`src/design/binary_neighbor_count_3x3_top_macros.svh`:
```
// assertion macros for the binary 3x3 neighbour count block
`ifndef BINARY_NEIGHBOR_COUNT_3X3_TOP_MACROS_SVH
`define BINARY_NEIGHBOR_COUNT_3X3_TOP_MACROS_SVH

// same-cycle implication
`define BNC_ASSERT_SAME(label, clk, rst, ante, cons, msg) \
   label: assert property (@(posedge clk) disable iff (rst) (ante) |-> (cons)) \
      else $error(msg);

// next-cycle implication
`define BNC_ASSERT_NEXT(label, clk, rst, ante, cons, msg) \
   label: assert property (@(posedge clk) disable iff (rst) (ante) |=> (cons)) \
      else $error(msg);

`endif

```
`src/design/bnc_pkg.sv`:
```
// shared types, constants and functions of the binary 3x3 neighbour count block
`default_nettype none

package bnc_pkg;

   localparam int unsigned MAX_COLS_DEF = 64;
   localparam int unsigned MAX_ROWS_DEF = 64;

   localparam int unsigned CFG_W     = 7;
   localparam int unsigned CSR_IDX_W = 2;
   localparam int unsigned COUNT_W   = 4;

   // register indexes
   localparam logic [CSR_IDX_W-1:0] REG_GRID_ROWS = 2'd0;
   localparam logic [CSR_IDX_W-1:0] REG_GRID_COLS = 2'd1;

   localparam logic [CFG_W-1:0] GRID_DIM_RESET = 7'd64;

   typedef struct packed {
      logic [COUNT_W-1:0] box_count;
      logic               frame_end;
   } res_type;

   typedef struct packed {
      logic main_valid;
      logic skid_valid;
   } buf_status_type;

   // zero acts as one, anything above the maximum acts as the maximum
   function automatic int unsigned clamp_dim(logic [CFG_W-1:0] v, int unsigned max_dim);
      int unsigned vv;
      vv = int'(v);
      if (vv < 1) begin
         return 1;
      end
      if (vv > max_dim) begin
         return max_dim;
      end
      return vv;
   endfunction

   function automatic logic [COUNT_W-1:0] ones9(logic [8:0] w);
      logic [COUNT_W-1:0] n;
      n = '0;
      for (int i = 0; i < 9; i++) begin
         n = n + COUNT_W'(w[i]);
      end
      return n;
   endfunction

endpackage

`default_nettype wire

```
`src/design/bnc_line_store.sv`:
```
// two-row line store: one write and one registered read per cycle, with write bypass
`default_nettype none

module bnc_line_store #(
   parameter int unsigned MAX_COLS = 64,
   localparam int unsigned CW = (MAX_COLS > 1) ? $clog2(MAX_COLS) : 1
) (
   input  wire logic          clock,
   input  wire logic          wr_en,
   input  wire logic [CW-1:0] wr_addr,
   input  wire logic [1:0]    wr_data,
   input  wire logic [CW-1:0] rd_addr,
   output logic [1:0]         rd_data_ff
);

   // bit 1: row two above the input, bit 0: row just above
   logic [1:0] store_ff [MAX_COLS];

   always_ff @(posedge clock) begin
      if (wr_en) begin
         store_ff[wr_addr] <= wr_data;
      end
   end

   always_ff @(posedge clock) begin
      if (wr_en && (wr_addr == rd_addr)) begin
         rd_data_ff <= wr_data;
      end else begin
         rd_data_ff <= store_ff[rd_addr];
      end
   end

endmodule

`default_nettype wire

```
`src/design/bnc_window.sv`:
```
// position counters, 3x3 window and box count of the neighbour count block
`default_nettype none

module bnc_window #(
   parameter int unsigned MAX_COLS = 64,
   parameter int unsigned MAX_ROWS = 64,
   localparam int unsigned CW  = (MAX_COLS > 1) ? $clog2(MAX_COLS) : 1,
   localparam int unsigned CCW = CW + 1,
   localparam int unsigned RW  = $clog2(MAX_ROWS + 2)
) (
   input  wire logic             clock,
   input  wire logic             reset,
   input  wire logic             step,
   input  wire logic             cell_set,
   input  wire logic             is_pad,
   input  wire logic [RW-1:0]    rows_eff,
   input  wire logic [CCW-1:0]   cols_eff,
   input  wire logic [1:0]       rd_data,
   output logic                  wr_en,
   output logic [CW-1:0]         wr_addr,
   output logic [1:0]            wr_data,
   output logic [CW-1:0]         rd_addr,
   output logic                  res_valid,
   output bnc_pkg::res_type      res,
   output logic                  flush
);

   import bnc_pkg::*;

   logic [RW-1:0] row_ff, row_in;
   logic [CW-1:0] col_ff, col_in;
   logic [8:0]    win_ff, win_in;
   logic          has_top, has_mid, in_frame;
   logic          top, mid, bot;
   logic [2:0]    col3;
   logic [8:0]    shifted;

   always_comb begin
      flush    = row_ff > rows_eff;
      has_top  = row_ff >= RW'(2);
      has_mid  = row_ff != '0;
      in_frame = row_ff < rows_eff;
      top      = has_top & rd_data[1];
      mid      = has_mid & rd_data[0];
      bot      = in_frame & ~is_pad & cell_set;
      col3     = {bot, mid, top};
      shifted  = {col3, win_ff[8:3]};

      win_in        = win_ff;
      row_in        = row_ff;
      col_in        = col_ff;
      res_valid     = 1'b0;
      res.box_count = ones9({3'b000, win_ff[8:3]});
      res.frame_end = 1'b0;
      wr_en         = 1'b0;

      if (step) begin
         if (flush) begin
            // closing item: last cell, nothing to its right
            res_valid     = 1'b1;
            res.frame_end = 1'b1;
            win_in        = '0;
            row_in        = '0;
            col_in        = '0;
         end else begin
            wr_en = 1'b1;
            if (col_ff == '0) begin
               // previous row's last cell completes here
               res_valid = has_top;
               win_in    = {col3, 6'b000000};
            end else begin
               res_valid     = has_mid;
               res.box_count = ones9(shifted);
               win_in        = shifted;
            end
            if (({1'b0, col_ff} + CCW'(1)) >= cols_eff) begin
               col_in = '0;
               row_in = row_ff + RW'(1);
            end else begin
               col_in = col_ff + CW'(1);
            end
         end
      end
   end

   assign wr_addr = col_ff;
   assign wr_data = {rd_data[0], bot};
   assign rd_addr = col_in;

   always_ff @(posedge clock) begin
      if (reset) begin
         row_ff <= '0;
         col_ff <= '0;
         win_ff <= '0;
      end else begin
         row_ff <= row_in;
         col_ff <= col_in;
         win_ff <= win_in;
      end
   end

endmodule

`default_nettype wire

```
`src/design/bnc_out_buf.sv`:
```
// two-entry result buffer: output register plus skid register
`default_nettype none

module bnc_out_buf (
   input  wire logic                clock,
   input  wire logic                reset,
   input  wire logic                push,
   input  wire bnc_pkg::res_type    push_data,
   input  wire logic                rsp_ready,
   output logic                     rsp_valid,
   output bnc_pkg::res_type         rsp_data,
   output logic                     space,
   output bnc_pkg::buf_status_type  status
);

   import bnc_pkg::*;

   logic    main_valid_ff, main_valid_in;
   logic    skid_valid_ff, skid_valid_in;
   res_type main_ff, main_in;
   res_type skid_ff, skid_in;

   always_comb begin
      main_valid_in = main_valid_ff;
      skid_valid_in = skid_valid_ff;
      main_in       = main_ff;
      skid_in       = skid_ff;
      if (!main_valid_ff || rsp_ready) begin
         if (skid_valid_ff) begin
            main_in       = skid_ff;
            main_valid_in = 1'b1;
            skid_valid_in = push;
            skid_in       = push_data;
         end else begin
            main_in       = push_data;
            main_valid_in = push;
         end
      end else if (push) begin
         skid_in       = push_data;
         skid_valid_in = 1'b1;
      end
   end

   always_ff @(posedge clock) begin
      if (reset) begin
         main_valid_ff <= 1'b0;
         skid_valid_ff <= 1'b0;
      end else begin
         main_valid_ff <= main_valid_in;
         skid_valid_ff <= skid_valid_in;
      end
   end

   always_ff @(posedge clock) begin
      main_ff <= main_in;
      skid_ff <= skid_in;
   end

   assign rsp_valid         = main_valid_ff;
   assign rsp_data          = main_ff;
   assign space             = ~skid_valid_ff;
   assign status.main_valid = main_valid_ff;
   assign status.skid_valid = skid_valid_ff;

endmodule

`default_nettype wire

```
`src/design/binary_neighbor_count_3x3_top.sv`:
```
// top level of the streaming binary 3x3 neighbour count block
//
//   channel   direction   ports                               role
//   req_      in          req_cell_set, req_is_pad            one grid cell per transfer
//   rsp_      out         rsp_box_count, rsp_frame_end        one neighbour count per transfer
//   csr_      in          csr_index, csr_wdata                grid_rows / grid_cols writes
//
// one cell is taken every clock while req_ready is high; a result is registered into the output
// or skid register from the transfer that completes it, one row plus one cell behind its own cell
// the rate is set by the dual-port line store: one write and one registered read
// per cycle, the read address running one cell ahead of the input position
// synchronous reset clears the counters, window and buffer valids; the line store
// needs no clearing, its entries are masked by the row counter until written
// a stalled result sits in the output register while the skid register takes one more;
// req_ready drops only when both hold results
`default_nettype none
`include "binary_neighbor_count_3x3_top_macros.svh"

module binary_neighbor_count_3x3_top #(
   parameter int unsigned MAX_COLS = bnc_pkg::MAX_COLS_DEF,
   parameter int unsigned MAX_ROWS = bnc_pkg::MAX_ROWS_DEF
) (
   input  wire logic                           clock,
   input  wire logic                           reset,
   // cell input
   input  wire logic                           req_valid,
   output logic                                req_ready,
   input  wire logic                           req_cell_set,
   input  wire logic                           req_is_pad,
   // result output
   output logic                                rsp_valid,
   input  wire logic                           rsp_ready,
   output logic [bnc_pkg::COUNT_W-1:0]         rsp_box_count,
   output logic                                rsp_frame_end,
   // register writes
   input  wire logic                           csr_valid,
   output logic                                csr_ready,
   input  wire logic [bnc_pkg::CSR_IDX_W-1:0]  csr_index,
   input  wire logic [bnc_pkg::CFG_W-1:0]      csr_wdata
);

   import bnc_pkg::*;

   localparam int unsigned CW  = (MAX_COLS > 1) ? $clog2(MAX_COLS) : 1;
   localparam int unsigned CCW = CW + 1;
   localparam int unsigned RW  = $clog2(MAX_ROWS + 2);

   // configuration registers
   logic [CFG_W-1:0] grid_rows_ff, grid_rows_in;
   logic [CFG_W-1:0] grid_cols_ff, grid_cols_in;

   // effective frame size after clamping
   logic [RW-1:0]  rows_eff;
   logic [CCW-1:0] cols_eff;

   logic           req_xfer;
   logic           store_wr_en;
   logic [CW-1:0]  store_wr_addr;
   logic [1:0]     store_wr_data;
   logic [CW-1:0]  store_rd_addr;
   logic [1:0]     store_rd_data;
   logic           res_valid;
   res_type        res;
   res_type        rsp_data;
   logic           win_flush;
   logic           buf_space;
   buf_status_type buf_status;

   // register writes are always taken
   assign csr_ready = 1'b1;

   always_comb begin
      grid_rows_in = grid_rows_ff;
      grid_cols_in = grid_cols_ff;
      if (csr_valid) begin
         if (csr_index == REG_GRID_ROWS) begin
            grid_rows_in = csr_wdata;
         end else if (csr_index == REG_GRID_COLS) begin
            grid_cols_in = csr_wdata;
         end
      end
   end

   always_ff @(posedge clock) begin
      if (reset) begin
         grid_rows_ff <= GRID_DIM_RESET;
         grid_cols_ff <= GRID_DIM_RESET;
      end else begin
         grid_rows_ff <= grid_rows_in;
         grid_cols_ff <= grid_cols_in;
      end
   end

   assign rows_eff = RW'(clamp_dim(grid_rows_ff, MAX_ROWS));
   assign cols_eff = CCW'(clamp_dim(grid_cols_ff, MAX_COLS));

   // an input transfer needs room in the skid register only
   assign req_ready = buf_space;
   assign req_xfer  = req_valid & req_ready;

   bnc_line_store #(
      .MAX_COLS (MAX_COLS)
   ) u_line_store (
      .clock      (clock),
      .wr_en      (store_wr_en),
      .wr_addr    (store_wr_addr),
      .wr_data    (store_wr_data),
      .rd_addr    (store_rd_addr),
      .rd_data_ff (store_rd_data)
   );

   bnc_window #(
      .MAX_COLS (MAX_COLS),
      .MAX_ROWS (MAX_ROWS)
   ) u_window (
      .clock     (clock),
      .reset     (reset),
      .step      (req_xfer),
      .cell_set  (req_cell_set),
      .is_pad    (req_is_pad),
      .rows_eff  (rows_eff),
      .cols_eff  (cols_eff),
      .rd_data   (store_rd_data),
      .wr_en     (store_wr_en),
      .wr_addr   (store_wr_addr),
      .wr_data   (store_wr_data),
      .rd_addr   (store_rd_addr),
      .res_valid (res_valid),
      .res       (res),
      .flush     (win_flush)
   );

   bnc_out_buf u_out_buf (
      .clock     (clock),
      .reset     (reset),
      .push      (res_valid),
      .push_data (res),
      .rsp_ready (rsp_ready),
      .rsp_valid (rsp_valid),
      .rsp_data  (rsp_data),
      .space     (buf_space),
      .status    (buf_status)
   );

   assign rsp_box_count = rsp_data.box_count;
   assign rsp_frame_end = rsp_data.frame_end;

   // skid register is only filled behind a held output register
   `BNC_ASSERT_SAME(a_skid_behind_main, clock, reset, buf_status.skid_valid, buf_status.main_valid, "skid register holds a result while output register is empty")
   // input stalls only while a result is on offer
   `BNC_ASSERT_SAME(a_stall_needs_result, clock, reset, !req_ready, rsp_valid, "input stalled with no result pending")
   // the closing transfer of a frame always leaves a result behind
   `BNC_ASSERT_NEXT(a_flush_gives_result, clock, reset, req_xfer && win_flush, rsp_valid, "frame closing transfer produced no result")

endmodule

`default_nettype wire

```
`config.mk`:
```
export PLATFORM = sky130hd
export DESIGN_NAME = binary_neighbor_count_3x3_top
export DESIGN_NICKNAME = d
export VERILOG_FILES = /design/src/design/bnc_pkg.sv /design/src/design/bnc_line_store.sv /design/src/design/bnc_window.sv /design/src/design/bnc_out_buf.sv /design/src/design/binary_neighbor_count_3x3_top.sv
export VERILOG_INCLUDE_DIRS = /design/src /design/src/design
export SDC_FILE = /design/constraint.sdc
export NUM_CORES = 1
export LEC_CHECK = 0
export BUFFER_PORTS_ARGS = -buffer_cell sky130_fd_sc_hd__buf_2
export CORE_UTILIZATION = 64
export CTS_BUF_LIST = sky130_fd_sc_hd__clkbuf_4 sky130_fd_sc_hd__clkbuf_8
export DETAILED_ROUTE_END_ITERATION = 6
export PLACE_DENSITY = 0.84
export SYNTH_ARGS = -nofsm -noshare
export SYNTH_HDL_FRONTEND = slang
export SYNTH_SLANG_ARGS = --single-unit
```
`constraint.sdc`:
```
create_clock -name clock -period 4.8 [get_ports clock]
set_input_delay 0.48 -clock clock [delete_from_list [all_inputs] [get_ports clock]]
set_output_delay 0.48 -clock clock [all_outputs]
set_load 0.01 [all_outputs]
```
==> run metrics, run 1 <==
outcome finished, final reports clean; cts repair resizes 0; core area 0.0121 mm²; setup tns final 0 ps; hold_buf cts 0; Synthesis Warnings 0; Non-Filler Instances 794; r2r worst-path depth 10; vias in the first global route just under 5000; Die X 114 µm; final hold violations 0; Via Count 5008; mapped cell area 0.00796 mm²; syn avg cell area 13.4 µm²; FMAX 0.235 GHz; CP Class flip-flop to flip-flop; setup ws final 552 ps; DRT iter0 DRCs 661; min cycle time layout roughly 4200 ps; post-CTS setup buffers 0; clock latency on the worst-skew pair 480 ps; Place WS 613 ps; Syn Inst Count between 500 and 600; hpwl dp 11100 µm; Die Y 114 µm; max-cap viol count 0; Switching Share approximately a quarter; Area after DPL 0.00822 mm²; initial antenna violation count 0; Congestion Overflow GR 0; Pleak slightly below 3 nW; IO Count 24; #FFs+latches synth 179; DRC viols 0; gr usage total 28.0%; Post-synth EDFFs 138; Int Pwr 2.24 mW; layout cells sized above 1 16.8%; part of the power in registers 58.5%; CTS tree done; clock buffer depth 2; Setup crit start kind flip-flop; Final #Nets about 660; ys flop type edfxtp_1; GP Congestion 0.888; worst endpoint data arrival time 4480 ps; RSZ-0062 raised after global routing false; Worst Hold End grid_rows_ff[6]; Hold Path Origin csr_wdata[6]; worst min path class input pin to flip-flop; Max-slew headroom 15.4%; hold path cells 2; drt first pass iters 7; Clock H-tree levels 4; sw power 726 µW; Placed Cells 762; die area roughly 0.013 mm²; Worst setup EP type flip-flop; largest net degree at the start of global routing 65; period utilization 88.5%; Synth-to-Final Area Change 7.91%; ANT cells 0; Tightest Pin Transition 1270 ps; VDD IR max 0.184 mV; Worst EP required 5040 ps; fin area 0.00859 mm²; remaining antenna violation count 0; Worst Path Max Fanout 11; clock network fraction of design power 33.0%; first-pass GRT wire length 26200 µm; Logic pwr share 8.5%; wire per inst between 20 and 25 µm; skew final 12.1 ps; WL final 16500 µm; final setup violation count 0; library cells used by synthesis 53; clock-pin transition on the worst setup and hold timing paths 90 ps; post-synthesis sequential area ratio around 62%; ys async rst share 0%; Initial Util between 60 and 70%; flop2flop setup slack 550 ps; Clock Tree Root clkbuf_8; clock net sink count 179; syn nets around 640; TritonCTS Buffers 17; Cell Pwr Density 345 mW/mm²; post-DR vias/cell 6.31; R2R Path End u_out_buf.rsp_data[2]; Rows 40; Port-buffer cells 22; fin. max-slew vios 0
[final cells by class]
| class | count | area (µm²) |
|---|---|---|
| sequential | 179 | 4970 |
| fill | 774 | 3470 |
| multi-input combinational | 360 | 2770 |
| clock buffer | 18 | 241 |
| tap | 168 | 210 |
| timing repair buffer | 30 | 183 |
| clock inverter | 14 | 130 |
| inverter | 25 | 93.8 |
[stage by stage]
step	power (mW)	util (%)	hold WS, ps
after floorplan	1.94	-	461
after global placement	2.00	68.1	481
after detailed placement	2.01	68.1	493
after CTS	2.96	71.2	240
after global routing	3.04	71.2	228
final	2.96	71.2	249
[synth_stat cells, types with 6 or more instances]
library cell  number  area, µm²
nor2_1           105        394
mux2i_1           14        140
a22oi_1            9       67.6
o21ai_0           13       65.1
nand2_1           35        131
nand3b_1           8       60.1
ha_1              22        275
dfxtp_1           41        821
inv_1             25       93.8
nand3_1           15       75.1
clkbuf_1          15       56.3
edfxtp_1         138       4140
a21oi_1           25        125
nor3_1             9       45.0
mux4_2            33        743
buf_2              6       30.0
[flip-flops by register name, indices dropped and copies added, names as in the netlist, 5 cells and up, named ones only]
signal	flops
grid_rows_ff	7
u_window.wr_addr	6
u_out_buf.skid_ff	5
u_out_buf.rsp_data	5
u_line_store.store_ff	128
u_window.row_ff	7
u_window.win_ff	6
grid_cols_ff	7
[worst max path at each step]
stage,startpoint,end
floorplan,flip-flop,u_out_buf.rsp_data[2]
global placement,flip-flop,u_out_buf.rsp_data[2]
detailed placement,flip-flop,u_out_buf.rsp_data[2]
CTS,flip-flop,u_out_buf.rsp_data[2]
global route,flip-flop,u_out_buf.rsp_data[2]
finish,flip-flop,u_out_buf.rsp_data[2]
[logic make-up (layout without fill, tap and decap cells)]
| group | count (synthesis) | after routing | synth area share, % |
|---|---|---|---|
| buffers and inverters | 54 | 87 | 2.89 |
| other | 1 | 1 | 0.0471 |
| XOR/XNOR | 5 | 5 | 0.550 |
| adder cells (fa/ha/maj) | 27 | 27 | 4.71 |
| multiplexers | 52 | 52 | 11.9 |
| AND/OR/NAND/NOR | 203 | 203 | 11.6 |
| AO/OA/AOI/OAI | 72 | 72 | 5.91 |
| flip-flops | 179 | 179 | 62.4 |
[critical path, cell delays in order (launching register included)]
cell and delay (ps):
dfxtp_1 740, mux4_2 590, mux4_2 470, o2111a_1 260, a21oi_1 260, fa_1 480, inv_1 70, ha_1 190
fa_1 420, mux2_4 270, mux2_2 260
[power groups by stage]
stage	combinational, mW	clock [mW]	sequential [mW]
final	0.251	0.979	1.73
after global routing	0.271	1.04	1.74
after CTS	0.248	0.978	1.73
after detailed placement	0.247	0	1.77
after global placement	0.235	0	1.77
after floorplan	0.182	0	1.75
[layout by cell type, fill, tap and decap left out, types with 5 or more instances in the layout]
cell type  count
nor2b_1        5
fa_1           5
nor3_1         9
nand2_1       35
nor2_1       105
a22oi_1        9
mux4_2        33
inv_1         25
nand4_1        5
ha_1          22
dfxtp_1       40
o21ai_0       13
nand3_1       15
or3_1          5
nand3b_1       8
buf_4          7
buf_2         22
mux2i_1       14
clkbuf_8      17
a21oi_1       25
edfxtp_1     138
[metal layers]
metal,up-vias,track usage (%),routed length [µm],share of wire (%)
met5,-,0,0,0
met4,0,11.0,324,2.0
met3,34,6.38,1300,7.9
met2,272,43.2,8090,49
met1,2458,39.1,6810,41
li1,2244,-,-,-
Note: power is estimated with default switching activity, not from simulation.
==> run 2: changes to the inputs <==
--- a/config.mk
+++ b/config.mk
@@ -6,7 +6,7 @@
 export SDC_FILE = /design/constraint.sdc
 export NUM_CORES = 1
 export LEC_CHECK = 0
-export BUFFER_PORTS_ARGS = -buffer_cell sky130_fd_sc_hd__buf_2
+export BUFFER_PORTS_ARGS = -buffer_cell sky130_fd_sc_hd__buf_4
 export CORE_UTILIZATION = 64
 export CTS_BUF_LIST = sky130_fd_sc_hd__clkbuf_4 sky130_fd_sc_hd__clkbuf_8
 export DETAILED_ROUTE_END_ITERATION = 6
==> run 2 against run 1 <==
  * First-iteration DRC count fell by 6.1%
  * Via count fell by 0.60%
  * Hold slack got worse by 11 ps
  * Non-clock buffer count did not move
  * Sequential share of layout area fell by 0.56 points
  * Critical path type unchanged
  * Flip-flop and latch count did not move
  * Setup slack got worse by 6.9 ps
  * Clock skew fell by 2.0 ps
  * Power rose by 1.9%
  * Cell area rose by 0.98%
  * Utilization rose by 0.70 points
  * Sequential power barely moved
==> run metrics, run 2 (synthesis results as in run 1) <==
outcome finished, final reports clean (unchanged); Crit path max-delay family multiplexers (unchanged); TritonCTS Buffers 17 (unchanged); Pleak 3.00 nW (was 2.98 nW); Cell Pwr Density 348 mW/mm² (was 345 mW/mm²); most frequent cells in the layout edfxtp_1 (138), nor2_1 (105), dfxtp_1 (40) (unchanged); drt first pass iters 6 (was 7); hold_buf cts 0 (unchanged); most common cell after layout, fill and taps aside edfxtp_1 (unchanged); worst path bufs/invs 1 (unchanged); layout cells sized above 1 17.0% (was 16.8%); Core Util, Final 71.9% (was 71.2%); die area 0.0129 mm² (unchanged); Rows 40 (unchanged); clock buffer depth 2 (unchanged); RSZ-0062 raised after global routing false (unchanged); gr usage total 27.8% (was 28.0%); Fin Hold WS 238 ps (was 249 ps); Place WS 593 ps (was 613 ps); Worst path slowest cell dfxtp_1 (unchanged); post-DR vias/cell 6.28 (was 6.31); Synth-to-Final Area Change 8.96% (was 7.91%); Port-buffer cells 22 (unchanged); Congestion Overflow GR 0 (unchanged); final setup violation count 0 (unchanged); Die Y 114 µm (unchanged); ANT cells 0 (unchanged); Worst EP required 5020 ps (was 5040 ps); WL final 16500 µm (about the same); Die X 114 µm (unchanged); wire per inst 20.7 µm (was 20.8 µm); GP Congestion 0.857 (was 0.888); Via Count 4978 (was 5008); Max-slew headroom 41.7% (was 15.4%); vias in the first global route 5001 (was 4899); worst endpoint data arrival time 4470 ps (was 4480 ps); Non-Filler Instances 793 (was 794); DRC viols 0 (unchanged); Worst Path Max Fanout 11 (unchanged); Top reg by flops u_line_store.store_ff (unchanged); flop2flop setup slack 540 ps (was 550 ps); VDD IR max 0.285 mV (was 0.184 mV); worst min path class input pin to flip-flop (unchanged); # fillers 757 (was 774); skew final 10.1 ps (was 12.1 ps); final hold violations 0 (unchanged); Clock Tree Root clkbuf_8 (unchanged); fin. max-slew vios 0 (unchanged); DRT iter0 DRCs 621 (was 661); Placed Cells 762 (unchanged); Clock H-tree levels 4 (unchanged); min cycle time layout 4260 ps (was 4250 ps); hpwl dp 11100 µm (about the same); clock latency on the worst-skew pair 470 ps (was 480 ps); max-cap viol count 0 (unchanged); setup tns final 0 ps (unchanged); first-pass GRT wire length 26100 µm (was 26200 µm); FMAX 0.235 GHz (about the same); Setup crit start kind flip-flop (unchanged); Final #Nets 656 (unchanged); Area after DPL 0.00827 mm² (was 0.00822 mm²); Initial Util 66.0% (unchanged); core area 0.0121 mm² (unchanged); slowest stage delay, CP 740 ps (about the same); clock net sink count 179 (unchanged); cts repair resizes 0 (unchanged); max FFs per register 128 (unchanged); Tot Pwr 3.02 mW (was 2.96 mW); remaining antenna violation count 0 (unchanged); R2R Path End u_out_buf.rsp_data[2] (unchanged); crit path cell chain mux4_2, mux4_2, o2111a_1, a21oi_1, fa_1, inv_1, ha_1, fa_1, mux2_4, mux2_2 (unchanged); period utilization 88.7% (was 88.5%); post-CTS setup buffers 0 (unchanged); Setup crit end u_out_buf.rsp_data[2] (unchanged); largest net degree at the start of global routing 65 (unchanged); initial antenna violation count 0 (unchanged); CTS tree done (unchanged); Worst setup EP type flip-flop (unchanged); r2r worst-path depth 10 (unchanged); fin area 0.00867 mm² (was 0.00859 mm²); clock-pin transition on the worst setup and hold timing paths 90 ps (about the same); IO Count 24 (unchanged); setup ws final 545 ps (was 552 ps); CP Class flip-flop to flip-flop (unchanged); WP depth 10 (unchanged); Tightest Pin Transition 873 ps (was 1270 ps)
==> run 2: cell count changes in the layout (fill, tap and decap cells not counted), moves of 2 or more <==
cell        before  now
clkinv_4         4    0
clkinvlp_4       2    4
bufinv_16        1    3
buf_4            7   29
buf_2           22    0
clkinv_2         1    3
==> run 2: how the worst min path moves through the flow <==
stage	startpoint	end	slack, ps	cells past startpoint
finish	csr_wdata[6]	grid_rows_ff[6]	240	2
floorplan	grid_rows_ff[0]	grid_rows_ff[0]	460	2
global placement	u_window.win_ff[7]	u_window.win_ff[4]	480	2
global route	csr_wdata[6]	grid_rows_ff[6]	220	2
CTS	csr_wdata[6]	grid_rows_ff[6]	230	2
detailed placement	grid_cols_ff[0]	grid_cols_ff[0]	500	2
==> run 2: area by class of cell <==
cell class / count / area, µm² / area share [%]
sequential: 179 / 4970 / 57.2
multi-input combinational: 360 / 2770 / 31.9
timing repair buffer: 30 / 238 / 2.74
clock buffer: 17 / 234 / 2.70
tap: 168 / 210 / 2.42
clock inverter: 14 / 161 / 1.86
inverter: 25 / 93.8 / 1.08
==> run 2: layer usage <==
metal  vias to the layer above  wire, µm  GRT usage (%)
met2                       259      8140           45.3
li1                       2236         -              -
met3                        35      1610           8.71
met4                         0       442           10.1
met1                      2448      6260           35.3
met5                         -         0              0
==> run 2: where the power goes <==
part	internal, mW	leakage (nW)	switching, mW
Combinational	0.111	1.21	0.149
Sequential	1.71	1.60	0.0200
Clock	0.507	0.188	0.522
Total	2.33	3.00	0.691
==> run 3: changes to the inputs <==
--- a/config.mk
+++ b/config.mk
@@ -7,10 +7,10 @@
 export NUM_CORES = 1
 export LEC_CHECK = 0
 export BUFFER_PORTS_ARGS = -buffer_cell sky130_fd_sc_hd__buf_4
-export CORE_UTILIZATION = 64
+export CORE_UTILIZATION = 40
 export CTS_BUF_LIST = sky130_fd_sc_hd__clkbuf_4 sky130_fd_sc_hd__clkbuf_8
 export DETAILED_ROUTE_END_ITERATION = 6
-export PLACE_DENSITY = 0.84
+export PLACE_DENSITY = 0.57
 export SYNTH_ARGS = -nofsm -noshare
 export SYNTH_HDL_FRONTEND = slang
 export SYNTH_SLANG_ARGS = --single-unit
==> run 3 against run 2 <==
  * Via count fell by 4.5%
  * Largest power group unchanged
  * Combinational power rose by 3%
  * Largest cell class unchanged
  * Final cell count rose by 12%
  * Setup slack improved by 270 ps
  * Flip-flop and latch count did not move
  * Cell area rose by 1.8%
==> run metrics, run 3 (synthesis results as in run 1) <==
most frequent cells in the layout edfxtp_1 (138), nor2_1 (105), dfxtp_1 (40) (unchanged); Die X 143 µm (was 114 µm); min cycle time layout 3980 ps (was 4260 ps); RSZ-0062 raised after global routing false (unchanged); final setup violation count 0 (unchanged); Top reg by flops u_line_store.store_ff (unchanged); post-DR vias/cell 5.33 (was 6.28); DRC viols 0 (unchanged); hold_buf cts 0 (unchanged); max-cap viol count 0 (unchanged); clock latency on the worst-skew pair 460 ps (was 470 ps); skew final 13.5 ps (was 10.1 ps); final hold violations 0 (unchanged); part of the power in registers 55.9% (was 57.3%); clock net sink count 179 (unchanged); Worst Path Max Fanout 5 (was 11); DRT iter0 DRCs 442 (was 621); Congestion Overflow GR 0 (unchanged); VDD IR max 0.155 mV (was 0.285 mV); flop2flop setup slack 820 ps (was 540 ps); Fin Hold WS 256 ps (was 238 ps); clock buffer depth 2 (unchanged); Clock Tree Root clkbuf_8 (unchanged); hpwl dp 11300 µm (was 11100 µm); clock network fraction of design power 35.4% (was 34.1%); worst min path class input pin to flip-flop (unchanged); TritonCTS Buffers 17 (unchanged); Worst EP required 5010 ps (was 5020 ps); layout cells sized above 1 17.2% (was 17.0%); max FFs per register 128 (unchanged); hold path cells 2 (unchanged); worst endpoint data arrival time 4190 ps (was 4470 ps); most common cell after layout, fill and taps aside edfxtp_1 (unchanged); ANT cells 0 (unchanged); # fillers 1730 (was 757); Via Count 4756 (was 4978); post-CTS setup buffers 0 (unchanged); Switching Share 24.7% (was 22.9%); r2r worst-path depth 10 (unchanged); fin. max-slew vios 0 (unchanged); drt first pass iters 5 (was 6); remaining antenna violation count 0 (unchanged); Worst Hold End grid_rows_ff[6] (unchanged); Int Pwr 2.32 mW (was 2.33 mW); Cell Pwr Density 349 mW/mm² (was 348 mW/mm²); CTS tree done (unchanged); Tightest Pin Transition 914 ps (was 873 ps); Port-buffer cells 22 (unchanged); Clock H-tree levels 4 (unchanged); Synth-to-Final Area Change 11.0% (was 8.96%); CP Class flip-flop to flip-flop (unchanged); period utilization 82.9% (was 88.7%); Pleak 3.03 nW (was 3.00 nW); wire per inst 19.0 µm (was 20.7 µm); gr usage total 17.8% (was 27.8%); Setup crit start kind flip-flop (unchanged); Max-slew headroom 39.0% (was 41.7%); initial antenna violation count 0 (unchanged); GP Congestion 0.761 (was 0.857); cts repair resizes 0 (unchanged); largest net degree at the start of global routing 65 (unchanged); Rows 51 (was 40); die area 0.0205 mm² (was 0.0129 mm²); Hold Path Origin csr_wdata[6] (unchanged); Worst setup EP type flip-flop (unchanged); outcome finished, final reports clean (unchanged); Die Y 143 µm (was 114 µm); first-pass GRT wire length 27100 µm (was 26100 µm); setup tns final 0 ps (unchanged); clock-pin transition on the worst setup and hold timing paths 100 ps (was 90 ps); Logic pwr share 8.7% (was 8.6%); sw power 762 µW (was 691 µW); FMAX 0.251 GHz (was 0.235 GHz); Final #Nets 657 (was 656); register area 0.00497 mm² (unchanged); core area 0.0195 mm² (was 0.0121 mm²); WL final 17000 µm (was 16500 µm); IO Count 24 (unchanged); vias in the first global route 4768 (was 5001); R2R Path End u_out_buf.rsp_data[2] (unchanged); Initial Util 40.9% (was 66.0%); multi-input combinational cell area 0.00277 mm² (about the same)
run 3: cell types whose count changed in the layout (fill, tap and decap cells not counted), moves of 2 or more:
cell        delta
clkinv_8       +2
clkinvlp_4     -4
inv_8          +4
clkinv_2       -3
clkinv_4       +4
run 3: final cells by class:
| type | instances | area share [%] |
|---|---|---|
| tap | 265 | 3.75 |
| clock buffer | 18 | 2.73 |
| sequential | 179 | 56.2 |
| timing repair buffer | 31 | 2.78 |
| multi-input combinational | 360 | 31.3 |
| inverter | 25 | 1.06 |
| clock inverter | 14 | 2.15 |
run 3: metrics by stage:
stage | cells | cell area, µm² | total power, mW | setup slack, ps | utilization, %
after floorplan | 593 | 7960 | 1.94 | 1050 | -
after global placement | 860 | 8400 | 2.02 | 865 | 43.2
after detailed placement | 860 | 8400 | 2.03 | 817 | 43.2
after CTS | 892 | 8830 | 3.11 | 790 | 45.4
after global routing | 892 | 8830 | 3.19 | 610 | 45.4
final | 892 | 8830 | 3.08 | 818 | 45.4
run 3: worst max-delay path, cell delays in order (launching register included):
cell	delay [ps]
dfxtp_1	490
mux4_2	550
mux4_2	490
o2111a_1	250
a21oi_1	280
fa_1	470
inv_1	70
ha_1	190
fa_1	420
mux2_4	270
mux2_2	260
run 3: how the worst max path moves through the flow:
stage / from / cells past startpoint / end / slack [ps]
detailed placement: flip-flop / 10 / u_out_buf.rsp_data[2] / 820
CTS: flip-flop / 10 / u_out_buf.rsp_data[2] / 790
floorplan: flip-flop / 11 / u_out_buf.rsp_data[2] / 1050
global placement: flip-flop / 10 / u_out_buf.rsp_data[2] / 870
finish: flip-flop / 10 / u_out_buf.rsp_data[2] / 820
global route: flip-flop / 13 / u_out_buf.rsp_data[2] / 610
run 3: routing by layer:
layer	global-route usage, %	vias to the layer above	part of all wire (%)
met1	25.2	2392	47
met3	2.92	13	3.0
met4	5.09	0	1.1
met2	28.3	102	49
li1	-	2249	-
met5	0	-	0
run 3: power groups by stage:
stage | clock (mW) | combinational, mW | sequential, mW
finish | 1.09 | 0.269 | 1.72
global route | 1.17 | 0.293 | 1.72
CTS | 1.11 | 0.274 | 1.72
detailed placement | 0 | 0.273 | 1.76
global placement | 0 | 0.266 | 1.76
floorplan | 0 | 0.182 | 1.75
